**src/rtl/pwm_pulse_measure_top_defines.svh**
```systemverilog
// assertion macros for the pwm pulse measurement block
// used by pwm_pulse_measure_top, expects aclk and aresetn in scope
`ifndef PWM_PULSE_MEASURE_TOP_DEFINES_SVH
`define PWM_PULSE_MEASURE_TOP_DEFINES_SVH

// same-cycle implication, masked while in reset
`define PWM_ASSERT_NOW(lbl, ante, cons, msg) \
    lbl: assert property (@(posedge aclk) disable iff (!aresetn) (ante) |-> (cons)) \
        else $error(msg);

// next-cycle implication, masked while in reset
`define PWM_ASSERT_NEXT(lbl, ante, cons, msg) \
    lbl: assert property (@(posedge aclk) disable iff (!aresetn) (ante) |=> (cons)) \
        else $error(msg);

`endif

```
**src/rtl/pwm_meas_pkg.sv**
```systemverilog
// shared types and constants for the pwm pulse measurement block
// no dependencies
package pwm_meas_pkg;

    localparam int FIELD_BITS = 24;
    localparam int DUTY_BITS  = 7;
    localparam int TPU_BITS   = 8;

    localparam logic [TPU_BITS-1:0]   TPU_RESET = 8'd16;
    localparam logic [DUTY_BITS-1:0]  DUTY_FULL = 7'd100;
    localparam logic [FIELD_BITS-1:0] FIELD_MAX = 24'hFFFFFF;

    // edge sequence position
    localparam logic [1:0] EDGE_RISE_ONE = 2'd0;
    localparam logic [1:0] EDGE_FALL     = 2'd1;
    localparam logic [1:0] EDGE_RISE_TWO = 2'd2;

    typedef enum logic [4:0] {
        ST_IDLE  = 5'b00001,
        ST_DIV_W = 5'b00010,
        ST_DIV_P = 5'b00100,
        ST_DIV_D = 5'b01000,
        ST_OUT   = 5'b10000
    } state_t;

endpackage

```
**src/rtl/pwm_pulse_measure_top.sv**
```systemverilog
// pwm pulse measurement top, needs pwm_meas_pkg and pwm_pulse_measure_top_defines.svh
// sequence: first rise and fall beats only store stamps, no result; second rise runs
//   ST_DIV_W, ST_DIV_P, ST_DIV_D, then ST_OUT raises m_tvalid; zero period skips to ST_OUT
// throughput: one shared restoring divider, one quotient bit per cycle, used three times;
//   not ready while dividing or while ST_OUT holds a result until the output register is free
// reset: synchronous active low, clears sequence, first rise and fall stamps, output valid, divisor to 16
`include "pwm_pulse_measure_top_defines.svh"

module pwm_pulse_measure_top #(
    parameter int STAMP_BITS = 24
) (
    input  logic         aclk,
    input  logic         aresetn,
    input  logic         cfg_we,
    input  logic [7:0]   cfg_wdata,
    input  logic         s_tvalid,
    output logic         s_tready,
    input  logic [23:0]  s_tdata,   // edge_time[23:0]
    output logic         m_tvalid,
    input  logic         m_tready,
    // pulse_width_us[23:0], period_us[47:24], duty_percent[54:48], rise_one_time[78:55],
    // fall_time[102:79], rise_two_time[126:103], zero pad[127]
    output logic [127:0] m_tdata,
    output logic         m_tuser    // zero_period_error
);

    localparam int SB = STAMP_BITS;
    localparam int DW = SB + pwm_meas_pkg::DUTY_BITS;
    localparam int QW = (SB > pwm_meas_pkg::FIELD_BITS) ? SB : pwm_meas_pkg::FIELD_BITS;
    localparam int CW = $clog2(DW + 1);

    pwm_meas_pkg::state_t state_reg;
    logic [1:0]    edge_reg;
    logic [7:0]    tpu_reg;
    logic [SB-1:0] rise_reg;
    logic [SB-1:0] fall_reg;
    logic [SB-1:0] rise2_reg;
    logic [SB-1:0] high_reg;
    logic [SB-1:0] period_reg;
    logic          err_reg;
    logic [SB-1:0] rem_reg;
    logic [DW-1:0] dvd_reg;
    logic [SB-1:0] dvsr_reg;
    logic [CW-1:0] cnt_reg;
    logic [23:0]   pw_reg;
    logic [23:0]   per_reg;
    logic [6:0]    duty_reg;
    logic          m_tvalid_reg;
    logic [127:0]  m_tdata_reg;
    logic          m_tuser_reg;

    logic [QW-1:0] t_wide;
    logic [SB-1:0] t_val;
    logic [SB-1:0] period_calc;
    logic [SB-1:0] tpu_div;
    logic [SB:0]   rem_sh;
    logic [SB:0]   diff;
    logic          qbit;
    logic [SB-1:0] rem_next;
    logic [DW-1:0] dvd_next;
    logic [QW-1:0] quo_wide;
    logic [23:0]   quo_sat;
    logic [DW-1:0] duty_dvd;
    logic          s_beat;
    logic          out_free;
    logic [QW-1:0] rise_w;
    logic [QW-1:0] fall_w;
    logic [QW-1:0] rise2_w;

    assign t_wide      = QW'(s_tdata);
    assign t_val       = t_wide[SB-1:0];
    assign period_calc = t_val - rise_reg;
    assign tpu_div     = (tpu_reg == 8'd0) ? SB'(1) : SB'(tpu_reg);

    // shared restoring divider step
    assign rem_sh   = {rem_reg, dvd_reg[DW-1]};
    assign diff     = rem_sh - {1'b0, dvsr_reg};
    assign qbit     = ~diff[SB];
    assign rem_next = qbit ? diff[SB-1:0] : rem_sh[SB-1:0];
    assign dvd_next = {dvd_reg[DW-2:0], qbit};

    assign quo_wide = QW'(dvd_next[SB-1:0]);
    assign quo_sat  = (quo_wide > QW'(pwm_meas_pkg::FIELD_MAX)) ?
                      pwm_meas_pkg::FIELD_MAX : quo_wide[23:0];
    assign duty_dvd = DW'(high_reg) * DW'(pwm_meas_pkg::DUTY_FULL);

    assign rise_w  = QW'(rise_reg);
    assign fall_w  = QW'(fall_reg);
    assign rise2_w = QW'(rise2_reg);

    assign s_tready = (state_reg == pwm_meas_pkg::ST_IDLE);
    assign s_beat   = s_tvalid & s_tready;
    assign out_free = ~m_tvalid_reg | m_tready;

    always_ff @(posedge aclk) begin
        if (!aresetn) begin
            tpu_reg <= pwm_meas_pkg::TPU_RESET;
        end else if (cfg_we) begin
            tpu_reg <= cfg_wdata;
        end
    end

    always_ff @(posedge aclk) begin
        if (!aresetn) begin
            state_reg    <= pwm_meas_pkg::ST_IDLE;
            edge_reg     <= pwm_meas_pkg::EDGE_RISE_ONE;
            rise_reg     <= '0;
            fall_reg     <= '0;
            m_tvalid_reg <= 1'b0;
        end else begin
            if (m_tvalid_reg && m_tready && state_reg != pwm_meas_pkg::ST_OUT) begin
                m_tvalid_reg <= 1'b0;
            end
            case (state_reg)
                pwm_meas_pkg::ST_IDLE: begin
                    if (s_beat) begin
                        case (edge_reg)
                            pwm_meas_pkg::EDGE_FALL: begin
                                fall_reg <= t_val;
                                edge_reg <= pwm_meas_pkg::EDGE_RISE_TWO;
                            end
                            pwm_meas_pkg::EDGE_RISE_TWO: begin
                                edge_reg   <= pwm_meas_pkg::EDGE_RISE_ONE;
                                rise2_reg  <= t_val;
                                high_reg   <= fall_reg - rise_reg;
                                period_reg <= period_calc;
                                rem_reg    <= '0;
                                dvd_reg    <= {fall_reg - rise_reg, 7'd0};
                                dvsr_reg   <= tpu_div;
                                cnt_reg    <= CW'(SB);
                                if (period_calc == '0) begin
                                    err_reg   <= 1'b1;
                                    state_reg <= pwm_meas_pkg::ST_OUT;
                                end else begin
                                    err_reg   <= 1'b0;
                                    state_reg <= pwm_meas_pkg::ST_DIV_W;
                                end
                            end
                            default: begin
                                rise_reg <= t_val;
                                edge_reg <= pwm_meas_pkg::EDGE_FALL;
                            end
                        endcase
                    end
                end
                pwm_meas_pkg::ST_DIV_W: begin
                    if (cnt_reg == CW'(1)) begin
                        pw_reg    <= quo_sat;
                        rem_reg   <= '0;
                        dvd_reg   <= {period_reg, 7'd0};
                        cnt_reg   <= CW'(SB);
                        state_reg <= pwm_meas_pkg::ST_DIV_P;
                    end else begin
                        rem_reg <= rem_next;
                        dvd_reg <= dvd_next;
                        cnt_reg <= cnt_reg - CW'(1);
                    end
                end
                pwm_meas_pkg::ST_DIV_P: begin
                    if (cnt_reg == CW'(1)) begin
                        per_reg   <= quo_sat;
                        rem_reg   <= '0;
                        dvd_reg   <= duty_dvd;
                        dvsr_reg  <= period_reg;
                        cnt_reg   <= CW'(DW);
                        state_reg <= pwm_meas_pkg::ST_DIV_D;
                    end else begin
                        rem_reg <= rem_next;
                        dvd_reg <= dvd_next;
                        cnt_reg <= cnt_reg - CW'(1);
                    end
                end
                pwm_meas_pkg::ST_DIV_D: begin
                    rem_reg <= rem_next;
                    dvd_reg <= dvd_next;
                    cnt_reg <= cnt_reg - CW'(1);
                    if (cnt_reg == CW'(1)) begin
                        duty_reg  <= (dvd_next > DW'(pwm_meas_pkg::DUTY_FULL)) ?
                                     pwm_meas_pkg::DUTY_FULL : dvd_next[6:0];
                        state_reg <= pwm_meas_pkg::ST_OUT;
                    end
                end
                pwm_meas_pkg::ST_OUT: begin
                    if (out_free) begin
                        m_tvalid_reg <= 1'b1;
                        m_tuser_reg  <= err_reg;
                        if (err_reg) begin
                            m_tdata_reg <= '0;
                        end else begin
                            m_tdata_reg <= {1'b0, rise2_w[23:0], fall_w[23:0], rise_w[23:0],
                                            duty_reg, per_reg, pw_reg};
                        end
                        state_reg <= pwm_meas_pkg::ST_IDLE;
                    end
                end
                default: begin
                    state_reg <= pwm_meas_pkg::ST_IDLE;
                end
            endcase
        end
    end

    assign m_tvalid = m_tvalid_reg;
    assign m_tdata  = m_tdata_reg;
    assign m_tuser  = m_tuser_reg;

    `PWM_ASSERT_NOW(a_duty_range, m_tvalid, m_tdata[54:48] <= pwm_meas_pkg::DUTY_FULL,
        "duty above 100")
    `PWM_ASSERT_NOW(a_err_zero, m_tvalid && m_tuser, m_tdata == 128'd0, "error beat not zero")
    `PWM_ASSERT_NEXT(a_busy_after_rise2,
        s_beat && edge_reg == pwm_meas_pkg::EDGE_RISE_TWO, !s_tready,
        "ready right after second rise")
    `PWM_ASSERT_NOW(a_edge_code, 1'b1, edge_reg != 2'd3, "unused edge index reached")

endmodule
```
**config.mk**
```make
export PLATFORM = sky130hd
export DESIGN_NAME = pwm_pulse_measure_top
export DESIGN_NICKNAME = d
export VERILOG_FILES = /design/src/rtl/pwm_meas_pkg.sv /design/src/rtl/pwm_pulse_measure_top.sv
export VERILOG_INCLUDE_DIRS = /design/src /design/src/rtl
export SDC_FILE = /design/constraint.sdc
export NUM_CORES = 1
export LEC_CHECK = 0
export BUFFER_PORTS_ARGS = -buffer_cell sky130_fd_sc_hd__buf_2
export CORE_MARGIN = 5
export CORE_UTILIZATION = 55
export DETAILED_ROUTE_END_ITERATION = 8
export PLACE_DENSITY = 0.8
export RECOVER_POWER = 25
export SLEW_MARGIN = 20
export SYNTH_ARGS = -nofsm -noshare
export SYNTH_HDL_FRONTEND = slang
export SYNTH_SLANG_ARGS = --single-unit
```
**constraint.sdc**
```tcl
create_clock -name aclk -period 6.7 [get_ports aclk]
set_input_delay 1.005 -clock aclk [delete_from_list [all_inputs] [get_ports aclk]]
set_output_delay 1.005 -clock aclk [all_outputs]
set_load 0.02 [all_outputs]
```
==> flow_summary.html <==
<table>
<tr><th>Metric</th><th>Value</th></tr>
<tr><th colspan="2">Timing</th></tr>
<tr><td>Summed negative setup slack over all endpoints</td><td>0 ns</td></tr>
<tr><td>Fin. max-slew vios</td><td>206</td></tr>
<tr><td>Ratio of final minimum period to clock period</td><td>74.50%</td></tr>
<tr><td>Fin Clk Skew</td><td>0.04097 ns</td></tr>
<tr><td>Worst rel slew slack</td><td>-125.5%</td></tr>
<tr><td>Setup violations, final</td><td>0</td></tr>
<tr><td>Unrepaired setup endpoints after global routing</td><td>no</td></tr>
<tr><td>Final Critical Period</td><td>approximately 5 ns</td></tr>
<tr><td>Fmax</td><td>approximately 0.2 GHz</td></tr>
<tr><td>Hold Violations, Final</td><td>0</td></tr>
<tr><td>Least-Margin Pin Slew</td><td>3.382 ns</td></tr>
<tr><th colspan="2">Clock network</th></tr>
<tr><td>TritonCTS clock tree</td><td>yes</td></tr>
<tr><td>Post-CTS Resized</td><td>0</td></tr>
<tr><td>Total number of clock tree sinks</td><td>between 400 and 500</td></tr>
<tr><td>Number of buffers inserted during clock tree synthesis</td><td>41</td></tr>
<tr><td>Worst-skew pair later-pin latency</td><td>0.59 ns</td></tr>
<tr><td>Root cell of the clock tree</td><td>clkbuf_16</td></tr>
<tr><td>Clock tree buffer depth</td><td>3</td></tr>
<tr><td>Clock transition at the registers of the reported paths</td><td>0.06 ns</td></tr>
<tr><td>H-tree lvl count</td><td>2</td></tr>
<tr><td>Count of hold buffers inserted by post-cts repair</td><td>0</td></tr>
<tr><td>Setup bufs post-CTS</td><td>0</td></tr>
<tr><th colspan="2">Worst setup path</th></tr>
<tr><td>Worst r2r src</td><td>err_reg</td></tr>
<tr><td>Reg-to-reg setup timing slack</td><td>1.77 ns</td></tr>
<tr><td>Type of element capturing the critical path</td><td>flip-flop</td></tr>
<tr><td>Cell type with the highest occurrence count on the critical path</td><td>clkbuf_1</td></tr>
<tr><td>Arrival time at the worst endpoint</td><td>5.24 ns</td></tr>
<tr><td>Origin of the worst setup path</td><td>aresetn</td></tr>
<tr><td>Class of the most critical setup path</td><td>in2reg</td></tr>
<tr><td>Slowest Stage Delay on Critical Path</td><td>2.37 ns</td></tr>
<tr><td>CP Cell Sequence</td><td>clkbuf_1 &gt; clkinv_1 &gt; clkbuf_1 &gt; nor2_4 &gt; buf_4</td></tr>
<tr><td>Largest delay contributor family on the critical path</td><td>buffers and inverters</td></tr>
<tr><td>Cell type of the slowest stage on the worst timing path</td><td>clkbuf_1</td></tr>
<tr><td>Kind of launch point of the worst setup path</td><td>input pin</td></tr>
<tr><td>Required time reported for the critical path endpoint</td><td>6.94 ns</td></tr>
<tr><td>Buffers and inverters on the worst path</td><td>4</td></tr>
<tr><td>Path depth of the worst reg2reg path</td><td>3</td></tr>
<tr><td>Reg2Reg Capture Point</td><td>m_tdata[16]</td></tr>
<tr><td>Top fanout value on the critical path</td><td>64</td></tr>
<tr><th colspan="2">Synthesis</th></tr>
<tr><td>Number of enable-type register cells in the synthesized netlist</td><td>340</td></tr>
<tr><td>Top cells by instance count after synthesis</td><td>340 x edfxtp_1, 197 x nand2_1, 171 x inv_1, 151 x ha_1, 139 x a21oi_1</td></tr>
<tr><td>Cell area after technology mapping</td><td>between 20000 and 25000 um^2</td></tr>
<tr><td>Unique cell type count in the Yosys netlist</td><td>79</td></tr>
<tr><td>Yosys top cell by area</td><td>edfxtp_1</td></tr>
<tr><td>Synth top area cells</td><td>edfxtp_1 48%, ha_1 8.9%, dfxtp_1 6.0%, nor2b_1 3.5%, nand2_1 3.5%</td></tr>
<tr><td>Fraction of post-synthesis cell area in the top cell type by area</td><td>48.04%</td></tr>
<tr><td>Syn Inst Count</td><td>1928</td></tr>
<tr><td>Proportion of register bits with asynchronous set or reset after synthesis</td><td>0%</td></tr>
<tr><td>Count leader, synth</td><td>edfxtp_1</td></tr>
<tr><td>Yosys synthesis warning count</td><td>0</td></tr>
<tr><td>Post-synthesis share of cell area spent on xor and xnor gates</td><td>3.338%</td></tr>
<tr><td>Combinational family with the most area after synthesis</td><td>simple AND/OR/NAND/NOR gates</td></tr>
<tr><td>Simple-gate portion of the synthesized area</td><td>~14%</td></tr>
<tr><td>Share of synthesized area spent on multiplexers</td><td>1.572%</td></tr>
<tr><td>Synthesized area divided by synthesized cell count</td><td>between 10 and 15 um^2</td></tr>
<tr><td>Sequential cell area fraction in the yosys report</td><td>a little over half</td></tr>
<tr><td>Area share of fa/ha/maj cells after synthesis</td><td>10.96%</td></tr>
<tr><td>Post-synthesis register bit count</td><td>404</td></tr>
<tr><td>Most used flip-flop cell after synthesis</td><td>edfxtp_1</td></tr>
<tr><td>Synth Area in Compound Gates</td><td>11.57%</td></tr>
<tr><td>Number of nets produced by synthesis</td><td>2138</td></tr>
<tr><th colspan="2">Floorplan</th></tr>
<tr><td>Core Footprint</td><td>38470 um^2</td></tr>
<tr><td>Die height</td><td>206.6 um</td></tr>
<tr><td>Horiz. Die Dim</td><td>206.6 um</td></tr>
<tr><td>Die footprint</td><td>42680 um^2</td></tr>
<tr><td>Number of top-level design ports</td><td>roughly 170</td></tr>
<tr><td>Core Rows</td><td>72</td></tr>
<tr><td>Initial Utilization</td><td>55.25%</td></tr>
<tr><th colspan="2">GRT</th></tr>
<tr><td>Overflow left after global routing</td><td>0</td></tr>
<tr><td>Maximum number of pins on one net before global-route repair</td><td>110</td></tr>
<tr><td>Number of antenna violations at the first check in global routing</td><td>2</td></tr>
<tr><td>Wire length of the first global-routing pass</td><td>around 77 mm</td></tr>
<tr><td>Number of global-route vias before repair</td><td>14420</td></tr>
<tr><td>Overall fraction of global-route tracks in use</td><td>22.87%</td></tr>
<tr><th colspan="2">Drt</th></tr>
<tr><td>Number of remaining DRC errors</td><td>0</td></tr>
<tr><td>Count of nets left with antenna violations after detail routing</td><td>0</td></tr>
<tr><td>Top layer reached by signal wires</td><td>met5</td></tr>
<tr><td>Detailed-route vias per instance</td><td>about 5.8</td></tr>
<tr><td>Amount of wire on met2 after detailed routing</td><td>23.91 mm</td></tr>
<tr><td>Total routed wire length on the met1 layer</td><td>20.28 mm</td></tr>
<tr><td>Detailed route wirelength on metal3</td><td>3.351 mm</td></tr>
<tr><td>Routed length per instance</td><td>around 19 um</td></tr>
<tr><td>Post-detailed-routing wire length</td><td>49.78 mm</td></tr>
<tr><td>Iteration-0 DRC count of the detailed router</td><td>1321</td></tr>
<tr><td>Total vias in the final route</td><td>15030</td></tr>
<tr><td>TritonRoute pass-1 iters</td><td>7</td></tr>
<tr><th colspan="2">Placed design</th></tr>
<tr><td>I/O Buffers</td><td>166</td></tr>
<tr><td>Final weighted congestion in routability-driven placement</td><td>just under 1</td></tr>
<tr><td>Dpl hpwl</td><td>36.70 mm</td></tr>
<tr><td>Total instance count after detailed placement</td><td>about 2500</td></tr>
<tr><th colspan="2">Finish</th></tr>
<tr><td>Utilization after layout</td><td>between 60% and 70%</td></tr>
<tr><td>Layout fillers</td><td>2975</td></tr>
<tr><td>Diode count</td><td>0</td></tr>
<tr><td>Number of flip-flops in the largest register</td><td>127</td></tr>
<tr><td>Area Growth Syn to Fin</td><td>12.86%</td></tr>
<tr><td>Number of standard cells in the final layout excluding fillers</td><td>2613</td></tr>
<tr><td>Layout cells sized above 1</td><td>11.98%</td></tr>
<tr><td>Number of nets in the layout</td><td>~2300</td></tr>
<tr><th colspan="2">Run status</th></tr>
<tr><td>Violated checks</td><td>max-capacitance violations, max-slew violations</td></tr>
<tr><td>Run status</td><td>finished, violations left</td></tr>
<tr><th colspan="2">Job</th></tr>
<tr><td>Number of maximum-capacitance constraint violations</td><td>3</td></tr>
<tr><th colspan="2">Pwr</th></tr>
<tr><td>Power, Total</td><td>6.019 mW</td></tr>
<tr><td>Maximum ir drop on the vdd rail</td><td>between 0.0002 and 0.00025 V</td></tr>
<tr><td>Lkg Pwr</td><td>9.509 nW</td></tr>
<tr><td>Power density relative to cell area</td><td>250.9 nW/um^2</td></tr>
<tr><th colspan="2">Worst hold path</th></tr>
<tr><td>Cell count of the worst hold path</td><td>2</td></tr>
<tr><td>Worst hold path endpoint</td><td>rise_reg[11]</td></tr>
<tr><td>Hold Crit Start</td><td>rise_reg[11]</td></tr>
<tr><td>Worst min-delay path class</td><td>reg2reg</td></tr>
</table>
==> power breakdown <==
part	total, mW	leakage, nW	switching [mW]	internal [mW]
Clock	2.49	0.722	0.972	1.51
Combinational	0.735	5.12	0.453	0.282
Sequential	2.80	3.67	0.0234	2.77
==> final cells by class <==
class / instances / area, um^2 / share of cell area [%]
clock buffer: 50 / 1121 / 4.674
multi-input combinational: 1259 / 8798 / 36.68
inverter: 172 / 645.6 / 2.691
sequential: 404 / 11490 / 47.90
tap: 518 / 648.1 / 2.702
timing repair buffer: 184 / 910.9 / 3.797
clock inverter: 26 / 372.9 / 1.554
==> worst max-delay path by stage <==
stage	to	slack [ns]	cells past startpoint
finish	high_reg[22]	1.71	5
global route	m_tdata[16]	1.39	3
CTS	dvd_reg[28]	2.29	13
detailed placement	dvd_reg[26]	2.33	13
global placement	dvd_reg[26]	2.40	13
floorplan	err_reg	1.15	4
==> placed cells by master, fill, tap and decap left out, types with 13 or more instances in the layout <==
cell | synthesis | layout
edfxtp_1 | 340 | 340
nand2_1 | 197 | 197
inv_1 | 171 | 171
ha_1 | 151 | 151
buf_2 | 2 | 140
a21oi_1 | 139 | 135
nor2_1 | 126 | 123
nor2b_1 | 119 | 119
dfxtp_1 | 64 | 64
xnor2_1 | 54 | 54
o21ai_0 | 53 | 53
clkbuf_16 | 0 | 42
clkbuf_1 | 85 | 36
a21o_1 | 32 | 32
mux2i_1 | 30 | 30
nand3_1 | 30 | 28
xor2_1 | 27 | 27
fa_1 | 22 | 22
o21a_1 | 20 | 20
nor3_1 | 16 | 16
and3_1 | 18 | 16
a211oi_1 | 13 | 13
==> stage by stage <==
step	area [um^2]	setup slack, ns	hold WS [ns]
CTS	24050	2.291	0.4587
finish	23990	1.709	0.4558
global route	23990	1.390	0.4769
floorplan	21260	1.146	0.4244
detailed placement	22560	2.332	0.4470
global placement	22560	2.400	0.4413
==> worst reg2reg max path, stage by stage (launching register included) <==
cell and delay, ns:
edfxtp_1 0.82, clkbuf_1 1.04, clkbuf_1 2.39, nor2b_1 0.26
==> layer usage <==
layer / global-route usage, % / up-vias
li1: - / 7091
met1: 30.33 / 7216
met2: 37.74 / 609
met3: 3.796 / 112
met4: 9.411 / 2
met5: 0 / -
==> logic make-up (layout without fill, tap and decap cells) <==
kind of cell,Yosys count,count (layout)
AO/OA/AOI/OAI,377,377
XOR/XNOR,81,81
adder cells (fa/ha/maj),173,173
buffers and inverters,265,432
flip-flops,404,404
multiplexers,33,33
other,1,1
AND/OR/NAND/NOR,594,594
(Power assumes the default switching activity.)
